<file path="src/rtl/assert_macros.svh">
// Assertion macros shared by the line render scheduler modules.
`ifndef ASSERT_MACROS_SVH
`define ASSERT_MACROS_SVH

`ifndef NO_ASSERTIONS

// Check a same-cycle implication on clk, idle during reset.
`define VLRS_ASSERT_IMP(label, ante, cons) \
	label: assert property (@(posedge clk) disable iff (!arst_n) (ante) |-> (cons)) \
		else $error("vlrs assertion failed");

// Check a next-cycle implication on clk, idle during reset.
`define VLRS_ASSERT_NXT(label, ante, cons) \
	label: assert property (@(posedge clk) disable iff (!arst_n) (ante) |=> (cons)) \
		else $error("vlrs assertion failed");

`else

`define VLRS_ASSERT_IMP(label, ante, cons)
`define VLRS_ASSERT_NXT(label, ante, cons)

`endif

`endif

</file>
<file path="src/rtl/vlrs_pkg.sv">
// Types and constants shared by the line render scheduler modules.
package vlrs_pkg;

	localparam int IDX_W  = 11;
	localparam int LINE_W = 10;
	localparam int FULL_W = 12;
	localparam int DIV_W  = 5;
	localparam int NUM_W  = 12;

	// Register indexes on the APB port
	localparam logic [2:0] REG_TOTAL_LINES      = 3'd0;
	localparam logic [2:0] REG_ODD_FIELD_START  = 3'd1;
	localparam logic [2:0] REG_EVEN_FIELD_START = 3'd2;
	localparam logic [2:0] REG_ACTIVE_LINES     = 3'd3;
	localparam logic [2:0] REG_LINE_DIVIDER     = 3'd4;
	localparam logic [2:0] REG_FRAME_ROWS       = 3'd5;
	localparam logic [2:0] REG_INTERLACED_MODE  = 3'd6;
	localparam logic [2:0] REG_TWO_BUFFERS      = 3'd7;

	typedef struct packed {
		logic [10:0] total_lines;
		logic [9:0]  odd_field_start;
		logic [9:0]  even_field_start;
		logic [10:0] active_lines;
		logic [4:0]  line_divider;
		logic [10:0] frame_rows;
		logic        interlaced_mode;
		logic        two_buffers_per_line;
	} vlrs_cfg_t;

	// Word handed from cell to cell along the divider chain
	typedef struct packed {
		logic [LINE_W-1:0] cur_line;
		logic              skip;
		logic              active;
		logic              vsync;
		logic [LINE_W-1:0] buf_line;
		logic [NUM_W-1:0]  num;
		logic [DIV_W-1:0]  rem;
		logic [NUM_W-1:0]  quo;
	} vlrs_word_t;

endpackage

</file>
<file path="src/rtl/video_line_render_scheduler_top.sv">
// Video line render scheduler: front end, divider cell chain and result register.
//
// One finished-buffer index is taken per clock and one result leaves per clock
// when result_ready stays high. An accepted index passes through fifteen register
// stages on its way to the result port: two front-end stages (render-ahead wrap,
// field decode), twelve divider cells, one per bit of the 12-bit row dividend,
// and the result register, where the row is checked against frame_rows. Each
// stage stalls only when it is full and the stage after it cannot take its word,
// so bubbles are squeezed out under backpressure. The user must write configuration
// over the APB port only while no index is in flight; the block does not enforce it.
`include "assert_macros.svh"
module video_line_render_scheduler_top
	import vlrs_pkg::*;
#(
	parameter int LINES_AHEAD = 2
) (
	input  logic              clk,
	input  logic              arst_n,
	input  logic              psel,
	input  logic              penable,
	input  logic              pwrite,
	input  logic [4:0]        paddr,
	input  logic [31:0]       pwdata,
	output logic [31:0]       prdata,
	output logic              pready,
	input  logic              item_valid,
	output logic              item_ready,
	input  logic [IDX_W-1:0]  finished_buffer_index,
	output logic              result_valid,
	input  logic              result_ready,
	output logic [LINE_W-1:0] current_line,
	output logic              render_now,
	output logic [LINE_W-1:0] buffer_line,
	output logic [LINE_W-1:0] frame_row,
	output logic              vsync_pulse
);

	vlrs_cfg_t         cfg;
	logic [DIV_W-1:0]  div;
	logic [NUM_W:0]    chain_valid;
	logic [NUM_W:0]    chain_ready;
	vlrs_word_t        chain_word [NUM_W+1];

	vlrs_word_t        last;
	logic              render;
	logic              load_res;
	logic [LINE_W-1:0] row_lo;
	logic              result_valid_q;
	logic              res_ready;
	logic [LINE_W-1:0] current_line_q;
	logic              render_now_q;
	logic [LINE_W-1:0] buffer_line_q;
	logic [LINE_W-1:0] frame_row_q;
	logic              vsync_pulse_q;

	vlrs_apb u_apb (
		.clk     (clk),
		.arst_n  (arst_n),
		.psel    (psel),
		.penable (penable),
		.pwrite  (pwrite),
		.paddr   (paddr),
		.pwdata  (pwdata),
		.prdata  (prdata),
		.pready  (pready),
		.cfg     (cfg)
	);

	// Treat a zero divider as one
	assign div = (cfg.line_divider == '0) ? DIV_W'(1) : cfg.line_divider;

	vlrs_front #(
		.LINES_AHEAD (LINES_AHEAD)
	) u_front (
		.clk                   (clk),
		.arst_n                (arst_n),
		.cfg                   (cfg),
		.item_valid            (item_valid),
		.item_ready            (item_ready),
		.finished_buffer_index (finished_buffer_index),
		.out_valid             (chain_valid[0]),
		.out_ready             (chain_ready[0]),
		.out_word              (chain_word[0])
	);

	// Chain of divider cells, most significant quotient bit first
	for (genvar gi = 0; gi < NUM_W; gi++) begin : g_cell
		vlrs_div_cell u_cell (
			.clk       (clk),
			.arst_n    (arst_n),
			.div       (div),
			.in_valid  (chain_valid[gi]),
			.in_ready  (chain_ready[gi]),
			.in_word   (chain_word[gi]),
			.out_valid (chain_valid[gi+1]),
			.out_ready (chain_ready[gi+1]),
			.out_word  (chain_word[gi+1])
		);
	end

	// Range-check the row and hold the result word
	assign last       = chain_word[NUM_W];
	assign row_lo     = last.quo[LINE_W-1:0];
	assign render     = last.active && (last.quo < {1'b0, cfg.frame_rows});
	assign res_ready  = !result_valid_q || result_ready;
	assign load_res   = chain_valid[NUM_W] && res_ready;
	assign chain_ready[NUM_W] = res_ready;

	always_ff @(posedge clk or negedge arst_n) begin
		if (!arst_n) begin
			result_valid_q <= 1'b0;
		end else if (res_ready) begin
			result_valid_q <= chain_valid[NUM_W];
		end
	end

	always_ff @(posedge clk) begin
		if (load_res) begin
			current_line_q <= last.cur_line;
			render_now_q   <= render;
			buffer_line_q  <= last.buf_line;
			frame_row_q    <= render ? row_lo : '0;
			vsync_pulse_q  <= last.vsync;
		end
	end

	assign result_valid = result_valid_q;
	assign current_line = current_line_q;
	assign render_now   = render_now_q;
	assign buffer_line  = buffer_line_q;
	assign frame_row    = frame_row_q;
	assign vsync_pulse  = vsync_pulse_q;

	`VLRS_ASSERT_NXT(a_render_in_range, load_res && render, render_now_q && (frame_row_q == $past(row_lo)))
	`VLRS_ASSERT_IMP(a_skip_quiet, chain_valid[NUM_W] && last.skip, !last.active && !last.vsync && (last.buf_line == '0))

endmodule

</file>
<file path="src/rtl/vlrs_apb.sv">
// APB configuration registers of the line render scheduler.
module vlrs_apb
	import vlrs_pkg::*;
(
	input  logic        clk,
	input  logic        arst_n,
	input  logic        psel,
	input  logic        penable,
	input  logic        pwrite,
	input  logic [4:0]  paddr,
	input  logic [31:0] pwdata,
	output logic [31:0] prdata,
	output logic        pready,
	output vlrs_cfg_t   cfg
);

	vlrs_cfg_t cfg_q;
	logic      wr_en;

	assign pready = 1'b1;
	assign wr_en  = psel & penable & pwrite;
	assign cfg    = cfg_q;

	// Write a register on the access cycle
	always_ff @(posedge clk or negedge arst_n) begin
		if (!arst_n) begin
			cfg_q.total_lines          <= 11'd525;
			cfg_q.odd_field_start      <= '0;
			cfg_q.even_field_start     <= '0;
			cfg_q.active_lines         <= '0;
			cfg_q.line_divider         <= 5'd1;
			cfg_q.frame_rows           <= '0;
			cfg_q.interlaced_mode      <= 1'b0;
			cfg_q.two_buffers_per_line <= 1'b0;
		end else if (wr_en) begin
			case (paddr[4:2])
				REG_TOTAL_LINES:      cfg_q.total_lines          <= pwdata[10:0];
				REG_ODD_FIELD_START:  cfg_q.odd_field_start      <= pwdata[9:0];
				REG_EVEN_FIELD_START: cfg_q.even_field_start     <= pwdata[9:0];
				REG_ACTIVE_LINES:     cfg_q.active_lines         <= pwdata[10:0];
				REG_LINE_DIVIDER:     cfg_q.line_divider         <= pwdata[4:0];
				REG_FRAME_ROWS:       cfg_q.frame_rows           <= pwdata[10:0];
				REG_INTERLACED_MODE:  cfg_q.interlaced_mode      <= pwdata[0];
				REG_TWO_BUFFERS:      cfg_q.two_buffers_per_line <= pwdata[0];
				default: ;
			endcase
		end
	end

	// Read back the addressed register
	always_comb begin
		case (paddr[4:2])
			REG_TOTAL_LINES:      prdata = {21'd0, cfg_q.total_lines};
			REG_ODD_FIELD_START:  prdata = {22'd0, cfg_q.odd_field_start};
			REG_EVEN_FIELD_START: prdata = {22'd0, cfg_q.even_field_start};
			REG_ACTIVE_LINES:     prdata = {21'd0, cfg_q.active_lines};
			REG_LINE_DIVIDER:     prdata = {27'd0, cfg_q.line_divider};
			REG_FRAME_ROWS:       prdata = {21'd0, cfg_q.frame_rows};
			REG_INTERLACED_MODE:  prdata = {31'd0, cfg_q.interlaced_mode};
			REG_TWO_BUFFERS:      prdata = {31'd0, cfg_q.two_buffers_per_line};
			default:              prdata = '0;
		endcase
	end

endmodule

</file>
<file path="src/rtl/vlrs_front.sv">
// Line mapping front end: render-ahead wrap, then field decode into a dividend.
module vlrs_front
	import vlrs_pkg::*;
#(
	parameter int LINES_AHEAD = 2
) (
	input  logic             clk,
	input  logic             arst_n,
	input  vlrs_cfg_t        cfg,
	input  logic             item_valid,
	output logic             item_ready,
	input  logic [IDX_W-1:0] finished_buffer_index,
	output logic             out_valid,
	input  logic             out_ready,
	output vlrs_word_t       out_word
);

	logic              valid_s1;
	logic              ready_s1;
	logic [LINE_W-1:0] cur_s1;
	logic              skip_s1;
	logic [FULL_W-1:0] line_s1;

	logic              valid_s2;
	logic              ready_s2;
	vlrs_word_t        word_s2;

	logic [IDX_W-1:0]  cur;
	logic [FULL_W-1:0] sum;
	logic [FULL_W-1:0] total_x;
	logic [FULL_W-1:0] line;

	logic [FULL_W-1:0] odd_x;
	logic [FULL_W-1:0] even_x;
	logic [FULL_W-1:0] odd_end;
	logic [FULL_W-1:0] even_end;
	logic [FULL_W-1:0] odd_off;
	logic [FULL_W-1:0] even_off;
	logic              in_odd;
	logic              in_even;
	logic              active;
	logic [NUM_W-1:0]  num;

	assign ready_s2   = !valid_s2 || out_ready;
	assign ready_s1   = !valid_s1 || ready_s2;
	assign item_ready = ready_s1;
	assign out_valid  = valid_s2;
	assign out_word   = word_s2;

	// Halve the index in two-buffer mode and wrap the render-ahead line once
	always_comb begin
		cur     = cfg.two_buffers_per_line ? {1'b0, finished_buffer_index[IDX_W-1:1]}
		                                   : finished_buffer_index;
		sum     = {1'b0, cur} + FULL_W'(LINES_AHEAD);
		total_x = {1'b0, cfg.total_lines};
		line    = (sum >= total_x) ? sum - total_x : sum;
	end

	always_ff @(posedge clk or negedge arst_n) begin
		if (!arst_n) begin
			valid_s1 <= 1'b0;
		end else if (ready_s1) begin
			valid_s1 <= item_valid;
		end
	end

	always_ff @(posedge clk) begin
		if (item_valid && ready_s1) begin
			cur_s1  <= cur[LINE_W-1:0];
			skip_s1 <= cfg.two_buffers_per_line & finished_buffer_index[0];
			line_s1 <= line;
		end
	end

	// Decide the field and build the dividend
	always_comb begin
		odd_x    = {2'b00, cfg.odd_field_start};
		even_x   = {2'b00, cfg.even_field_start};
		odd_end  = odd_x + {1'b0, cfg.active_lines};
		even_end = even_x + {1'b0, cfg.active_lines};
		odd_off  = line_s1 - odd_x;
		even_off = line_s1 - even_x;
		in_odd   = (line_s1 >= odd_x) && (line_s1 < odd_end);
		in_even  = (line_s1 >= even_x) && (line_s1 < even_end);
		active   = 1'b0;
		num      = '0;
		if (!cfg.interlaced_mode) begin
			if (line_s1 >= odd_x) begin
				active = 1'b1;
				num    = odd_off;
			end
		end else if (in_odd) begin
			active = 1'b1;
			num    = {odd_off[NUM_W-2:0], 1'b0};
		end else if (in_even) begin
			active = 1'b1;
			num    = {even_off[NUM_W-2:0], 1'b1};
		end
	end

	always_ff @(posedge clk or negedge arst_n) begin
		if (!arst_n) begin
			valid_s2 <= 1'b0;
		end else if (ready_s2) begin
			valid_s2 <= valid_s1;
		end
	end

	// Zero the render fields on the second half of a line
	always_ff @(posedge clk) begin
		if (valid_s1 && ready_s2) begin
			word_s2.cur_line <= cur_s1;
			word_s2.skip     <= skip_s1;
			word_s2.active   <= active & ~skip_s1;
			word_s2.vsync    <= ~skip_s1 & (line_s1 == '0);
			word_s2.buf_line <= skip_s1 ? '0 : line_s1[LINE_W-1:0];
			word_s2.num      <= num;
			word_s2.rem      <= '0;
			word_s2.quo      <= '0;
		end
	end

endmodule

</file>
<file path="src/rtl/vlrs_div_cell.sv">
// One restoring-division cell: settles one quotient bit and passes the word on.
`include "assert_macros.svh"
module vlrs_div_cell
	import vlrs_pkg::*;
(
	input  logic             clk,
	input  logic             arst_n,
	input  logic [DIV_W-1:0] div,
	input  logic             in_valid,
	output logic             in_ready,
	input  vlrs_word_t       in_word,
	output logic             out_valid,
	input  logic             out_ready,
	output vlrs_word_t       out_word
);

	logic             valid_q;
	vlrs_word_t       word_q;
	logic [DIV_W:0]   trial;
	logic             qbit;
	vlrs_word_t       next_word;

	assign in_ready  = !valid_q || out_ready;
	assign out_valid = valid_q;
	assign out_word  = word_q;

	// Shift in the next dividend bit and subtract the divisor if it fits
	always_comb begin
		next_word = in_word;
		trial     = {in_word.rem, in_word.num[NUM_W-1]};
		qbit      = (trial >= {1'b0, div});
		next_word.rem = qbit ? DIV_W'(trial - {1'b0, div}) : trial[DIV_W-1:0];
		next_word.num = {in_word.num[NUM_W-2:0], 1'b0};
		next_word.quo = {in_word.quo[NUM_W-2:0], qbit};
	end

	always_ff @(posedge clk or negedge arst_n) begin
		if (!arst_n) begin
			valid_q <= 1'b0;
		end else if (in_ready) begin
			valid_q <= in_valid;
		end
	end

	always_ff @(posedge clk) begin
		if (in_valid && in_ready) begin
			word_q <= next_word;
		end
	end

	`VLRS_ASSERT_IMP(a_rem_below_div, valid_q && (div != '0), word_q.rem < div)
	`VLRS_ASSERT_NXT(a_load_fills, in_valid && in_ready, valid_q)

endmodule
</file>
<file path="config.mk">
export PLATFORM = sky130hd
export DESIGN_NAME = video_line_render_scheduler_top
export DESIGN_NICKNAME = d
export VERILOG_FILES = /design/src/rtl/vlrs_pkg.sv /design/src/rtl/video_line_render_scheduler_top.sv /design/src/rtl/vlrs_apb.sv /design/src/rtl/vlrs_front.sv /design/src/rtl/vlrs_div_cell.sv
export VERILOG_INCLUDE_DIRS = /design/src /design/src/rtl
export SDC_FILE = /design/constraint.sdc
export NUM_CORES = 1
export LEC_CHECK = 0
export BUFFER_PORTS_ARGS = -buffer_cell sky130_fd_sc_hd__clkbuf_2
export CORE_AREA = 4 4 263 265
export CTS_CLUSTER_DIAMETER = 60
export DETAILED_ROUTE_END_ITERATION = 8
export DIE_AREA = 0 0 267 269
export SLEW_MARGIN = 20
export SYNTH_ARGS = -nofsm -noshare
export SYNTH_HDL_FRONTEND = slang
export SYNTH_SLANG_ARGS = --single-unit
</file>
<file path="constraint.sdc">
create_clock -name clk -period 4.8 [get_ports clk]
set_input_delay 0.96 -clock clk [delete_from_list [all_inputs] [get_ports clk]]
set_output_delay 0.96 -clock clk [all_outputs]
set_load 0.005 [all_outputs]
</file>
Word-level counts from Yosys, hierarchy flattened
Cells that the tools add are included.

Reductions and logical operators: 59. Muxes and demuxes: 23. Add/subtract/negate cells: 17. Equal/unequal tests: 7. Order comparisons: 18. Bitwise logic cells: 6.

Operators with widths (number): $pmux W32 S8 (1); $ge A6 B5 Y1 (11); $mux W12 (5); $mux W5 (11); $sub A5 B5 Y5 (10); $add A10 B11 Y12 (2); $ge A12 B10 Y1 (2); $lt A12 B12 Y1 (2); $logic_and A1 B1 Y1 (18); $reduce_and A2 Y1 (8); $logic_not A1 Y1 (15); $logic_or A1 B1 Y1 (15); $add A11 B2 Y12 const B (1); $eq A3 B3 Y1 const B (4); $ge A12 B11 Y1 (1); $logic_not A12 Y1 (1); $lt A12 B11 Y1 (1); $sub A12 B10 Y12 (1); $sub A12 B11 Y12 (1); $mux W11 (1); $sub A11 B10 Y11 (1); $eq A3 B2 Y1 const B (2); $and A1 B1 Y1 (5); $ge A1 B5 Y1 (1); 6 further kinds (10).

Register bits: 627. Word-level logic and storage cells: 249.

Longest topological paths before layout
Depth in word-level cells: 17. Mapped depth: 18. Gate-level depth less buffers: 16.

By module
Synthesis repeated with hierarchy kept, for this count alone.

Cell total of the unflattened synthesis: 2015. Area total of the unflattened synthesis: 32856.5 µm².

By module, submodules not included: vlrs_div_cell (g_cell[0].u_cell ...) (times used 11, area each 1874.3 µm², cells each 93); vlrs_front (times used 1, area each 5714.2 µm², cells each 589); vlrs_apb (times used 1, area each 3198.1 µm², cells each 221); vlrs_div_cell (g_cell[9].u_cell) (times used 1, area each 1861.8 µm², cells each 92); video_line_render_scheduler_top (times used 1, area each 1465.2 µm², cells each 90).

Worst setup path after synthesis
OpenSTA, ideal clock, no wires.

Path kind: in2reg. Start: input port result_ready. End: register g_cell[3].u_cell.word_q (netlist bit g_cell[3].u_cell.out_word[0]) (enable). Arrival time: 4.254 ns. Library setup time: 0.495 ns. Required time: 4.305 ns. Buffers on the path: 0. Path slack: 0.051 ns. Stages on the path: 6. Path through: nor2b_2 nand3_1 nor2_1 nand3_1 nor2_1 a21boi_0.

Longest elaborated chain between the ends: 11.

RTL lines: from (decl) (RTL line video_line_render_scheduler_top.sv:30) `input logic result_ready,`; $logic_or A1 B1 Y1 (RTL line video_line_render_scheduler_top.sv:105) `assign res_ready = !result_valid_q || result_ready;`; $logic_or A1 B1 Y1 (9 in a row) (RTL line vlrs_div_cell.sv:23) `assign in_ready = !valid_q || out_ready;`; $logic_and A1 B1 Y1 (RTL line vlrs_div_cell.sv:46) `if (in_valid && in_ready) begin`; to (signal assigned) (RTL line vlrs_div_cell.sv:47) `word_q <= next_word;`; to (decl) (RTL line vlrs_div_cell.sv:18) `vlrs_word_t word_q;`.

Every way passes these cells. A chain may end at the register's enable or synchronous reset.

Final worst setup path
Start: register u_apb.cfg_q (netlist bit u_apb.cfg[29]). End: register u_front.word_s2 (netlist bit u_front.out_word[27]) (data pin).

Longest elaborated chain between the ends: 6.

RTL lines: from (decl) (RTL line vlrs_apb.sv:17) `vlrs_cfg_t cfg_q;`; $add A10 B11 Y12 (RTL line vlrs_front.sv:80) `even_end = even_x + {1'b0, cfg.active_lines};`; $lt A12 B12 Y1 (RTL line vlrs_front.sv:84) `in_even = (line_s1 >= even_x) && (line_s1 < even_end);`; $logic_and A1 B1 Y1 (RTL line vlrs_front.sv:84); $mux W12 * (RTL line vlrs_front.sv:95) `end else if (in_even) begin`; $mux W12 * (RTL line vlrs_front.sv:92) `end else if (in_odd) begin`; $mux W12 * (RTL line vlrs_front.sv:87) `if (!cfg.interlaced_mode) begin`; via u_front.num[10] (RTL line vlrs_front.sv:42) `logic [NUM_W-1:0] num;`; to (decl) (RTL line vlrs_front.sv:26) `vlrs_word_t word_s2;`.

The timed path passes the listed nets; every way through them passes the cells marked *.

==> summary.md <==
| Metric | Value |
|---|---|
| Fin crit share | 87.7% |
| Total Nets Final | 2147 |
| TNS Setup | 0 ns |
| Share of layout cells above drive strength 1 | between 10 and 15% |
| Ranking of synthesized cells by area | edfxtp_1 63%, ha_1 6.7%, dfrtp_1 6.6%, o21ai_0 2.4%, nand2_1 1.9% |
| Final Worst Setup Slack | 0.590 ns |
| Total gr overflow | 0 |
| Reg2Reg Setup Slack | 0.59 ns |
| # H-tree levels | 3 |
| CTS Root Cell | clkbuf_16 |
| RR Startpoint | u_apb.cfg[29]$_DFFE_PN0P_ |
| Cell mode on critical path | a21o_1 |
| Min-delay worst type | reg2reg |
| Pwr Density | just over 600 nW/um^2 |
| CP max-delay cell | dfrtp_1 |
| Placed cell area | 28000 sq um |
| Area leader, netlist | edfxtp_1 |
| WP depth | 16 |
| Dpl hpwl | 35.7 mm |
| Skew-Pair Late Insertion Delay | 0.61 ns |
| Drt first pass iters | 5 |
| Crit path largest cell delay | between 0.4 and 0.5 ns |
| Die area | 71800 sq um |
| First-pass GRT wire length | 77.0 mm |
| Reg-to-Reg End | u_front.out_word[27]$_DFFE_PP_ |
| Initial antenna violation count | 2 |
| Time the worst path needs with I/O delays and setup | 4.21 ns |
| FFs w/ async S/R, synth | 12.0% |
| Worst Max-Slew Pin Slew | 1.05 ns |
| Routed len/inst | ~17 um |
| Avg Cell Area, Syn | approximately 15 sq um |
| Routed Wire Length | 48.0 mm |
| Crit path kind | reg2reg |
| Vias per cell | 4.94 |
| Worst r2r path cells | 16 |
| CP Capture Type | register |
| Postcts setup bufs | 0 |
| Placeable Area | 66800 sq um |
| All-Layer GR Usage | 13.6% |
| Register area share after synthesis | 69.6% |
| Final std cells w/o fill | 2860 |
| Peak supply drop | 288 uV |
| Commonest non-fill, non-tap cell in the layout | edfxtp_1 |
| CTS Buf Count | 68 |
| CP Data Required Time | between 5 and 6 ns |
| Setup crit end | u_front.out_word[27]$_DFFE_PP_ |
| FF+latch count, synth | between 600 and 700 |
| CP Max Fanout | 5 |
| DIE HEIGHT | 269 um |
| Unrepaired setup endpoints after global routing | false |
| Yosys warnings | 0 |
| CP cell instances | ha_1 > fa_1 > a21o_1 > a21oi_1 > nor2b_1 > o21ai_0 > a21o_1 > nor3_1 > a311oi_1 > ha_1 > a21o_1 > a211oi_1 > o21a_2 > a21boi_4 > a21boi_0 > a211o_1 |
| Distinct cells, synth | ~80 |
| Hold Startpoint | g_cell[9].u_cell.out_word[3]$_DFFE_PP_ |
| Tot Pwr | 18.4 mW |
| Crit path launch type | register |
| DRT iter0 DRCs | roughly 770 |
| Static leakage | 11.7 nW |
| Number of flops mapped to enable cells by yosys | 552 |
| Clock Tree Buf Depth | 3 |
| Dpl cells | 2738 |
| Layout area overhead | 14.5% |
| Post-Route Skew | 0.0291 ns |
| Cells after Synth | 1798 |
| Clk sinks | 627 |
| Buffers plus inverters on the worst setup path | 0 |
| Reg clk slew, reported paths | 0.06 ns |
| Placement Setup Slack | between 0.2 and 0.3 ns |
| Commonest cells after routing, fill and taps aside | 552 x edfxtp_1, 141 x ha_1, 137 x nand2_1 |
| Rel. slew slack | 29.9% |
| CP delay by family, top | compound AO/OA/AOI/OAI gates |
| Residual DRC count | 0 |
| Slew Viols, Final | 0 |
| Vias | around 14000 |
| Top_reg_cell synth | edfxtp_1 |
| Critical Path AT | 4.68 ns |
| Synth top area share | 62.5% |
| CTS Hold Bufs | 0 |
| Status | complete, no violations |
| Largest net degree at the start of global routing | 76 |
| DIE WIDTH | 267 um |
| Worst setup startpoint | u_apb.cfg[29]$_DFFE_PN0P_ |
| Post-CTS Resized | 0 |
| Fin. Hold Viols | 0 |
| Design area | 30400 sq um |
| Vias in the first global route | 14461 |
| Peak Freq | 238 MHz |
| GPL Wtd Cong | 0.871 |
| Cell Rows | 95 |
| Detail Route Antenna Nets | 0 |
| I/O pin count | 122 |
| Max-Cap Viols | 0 |
| Final setup vio count | 0 |
| Starting Density | 39.7% |
| CTS tree | done |
| Synthesized cell area | 26500 sq um |
| Port-buffer cells | 76 |
==> cells in the mapped netlist, drive strengths merged, types with 4 or more instances <==
library cell,n
a211oi,16
a21boi,6
a21o,34
a21oi,86
a22oi,6
a31oi,7
and2,25
buf,31
clkbuf,15
dfrtp,70
dfstp,5
edfxtp,552
fa,15
ha,141
inv,108
mux2,33
mux2i,25
nand2,138
nand2b,37
nand3,26
nand4,16
nor2,64
nor2b,36
nor3,28
nor4,8
o211ai,6
o21ai,129
o221ai,4
o22ai,4
or2,7
or3,4
xnor2,21
xor2,44
==> routing by layer <==
layer,global-route usage [%],share of wire (%),up-vias
met5,0,0,-
met4,5.08,3.1,0
met3,3.08,4.7,105
met2,23.6,50,306
met1,16.9,42,6811
li1,-,-,6919
==> how the worst min path moves through the flow <==
stage                                               to  depth (start not counted)
3_5_place_dp                  buffer_line[4]$_DFFE_PP_                          0
3_3_place_gp                  buffer_line[7]$_DFFE_PP_                          0
6_report       g_cell[10].u_cell.out_word[4]$_DFFE_PP_                          0
5_1_grt        g_cell[7].u_cell.out_word[46]$_DFFE_PP_                          0
2_1_floorplan                 buffer_line[0]$_DFFE_PP_                          0
4_1_cts        g_cell[8].u_cell.out_word[45]$_DFFE_PP_                          0
==> layout make-up <==
class | instances | area [sq um]
Antenna cell | 1 | 2.50
Clock buffer | 78 | 1740
Clock inverter | 42 | 641
Fill cell | 5829 | 36400
Inverter | 109 | 409
Multi-Input combinational cell | 1036 | 7490
Sequential cell | 627 | 18500
Tap cell | 873 | 1090
Timing Repair Buffer | 94 | 534
==> power by group <==
part           switching, mW  internal, mW
Combinational           2.88          1.94
Clock                   2.16          3.21
Sequential             0.571          7.63
==> cells by family (layout without fill, tap and decap cells) <==
kind of cell | Yosys count | count (layout) | synth area share, %
mux | 60 | 60 | 2.51
other cells | 2 | 23 | 0.0283
fa+ha+maj | 156 | 156 | 7.78
simple gates | 398 | 398 | 7.45
xor+xnor | 65 | 65 | 2.15
compound gates | 335 | 335 | 7.90
flops | 627 | 627 | 69.6
buf+inv | 155 | 323 | 2.57
==> stage by stage <==
step	utilization [%]	hold slack [ns]
6_report	45.5	0.401
2_1_floorplan	-	0.400
5_1_grt	45.5	0.414
3_3_place_gp	41.9	0.400
4_1_cts	45.4	0.398
3_5_place_dp	41.9	0.405
==> state kept, by name, summed over array words and instances, names as in the netlist <==
name,count
u_front.valid_s1,1
vsync_pulse,1
g_cell.u_cell.out_word,463
render_now,1
u_apb.cfg,60
u_front.skip_s1,1
u_front.out_word,34
result_valid,1
buffer_line,10
frame_row,10
u_front.line_s1,12
g_cell.u_cell.out_valid,12
u_front.out_valid,1
u_front.cur_s1,10
current_line,10
(Power assumes the default switching activity.)
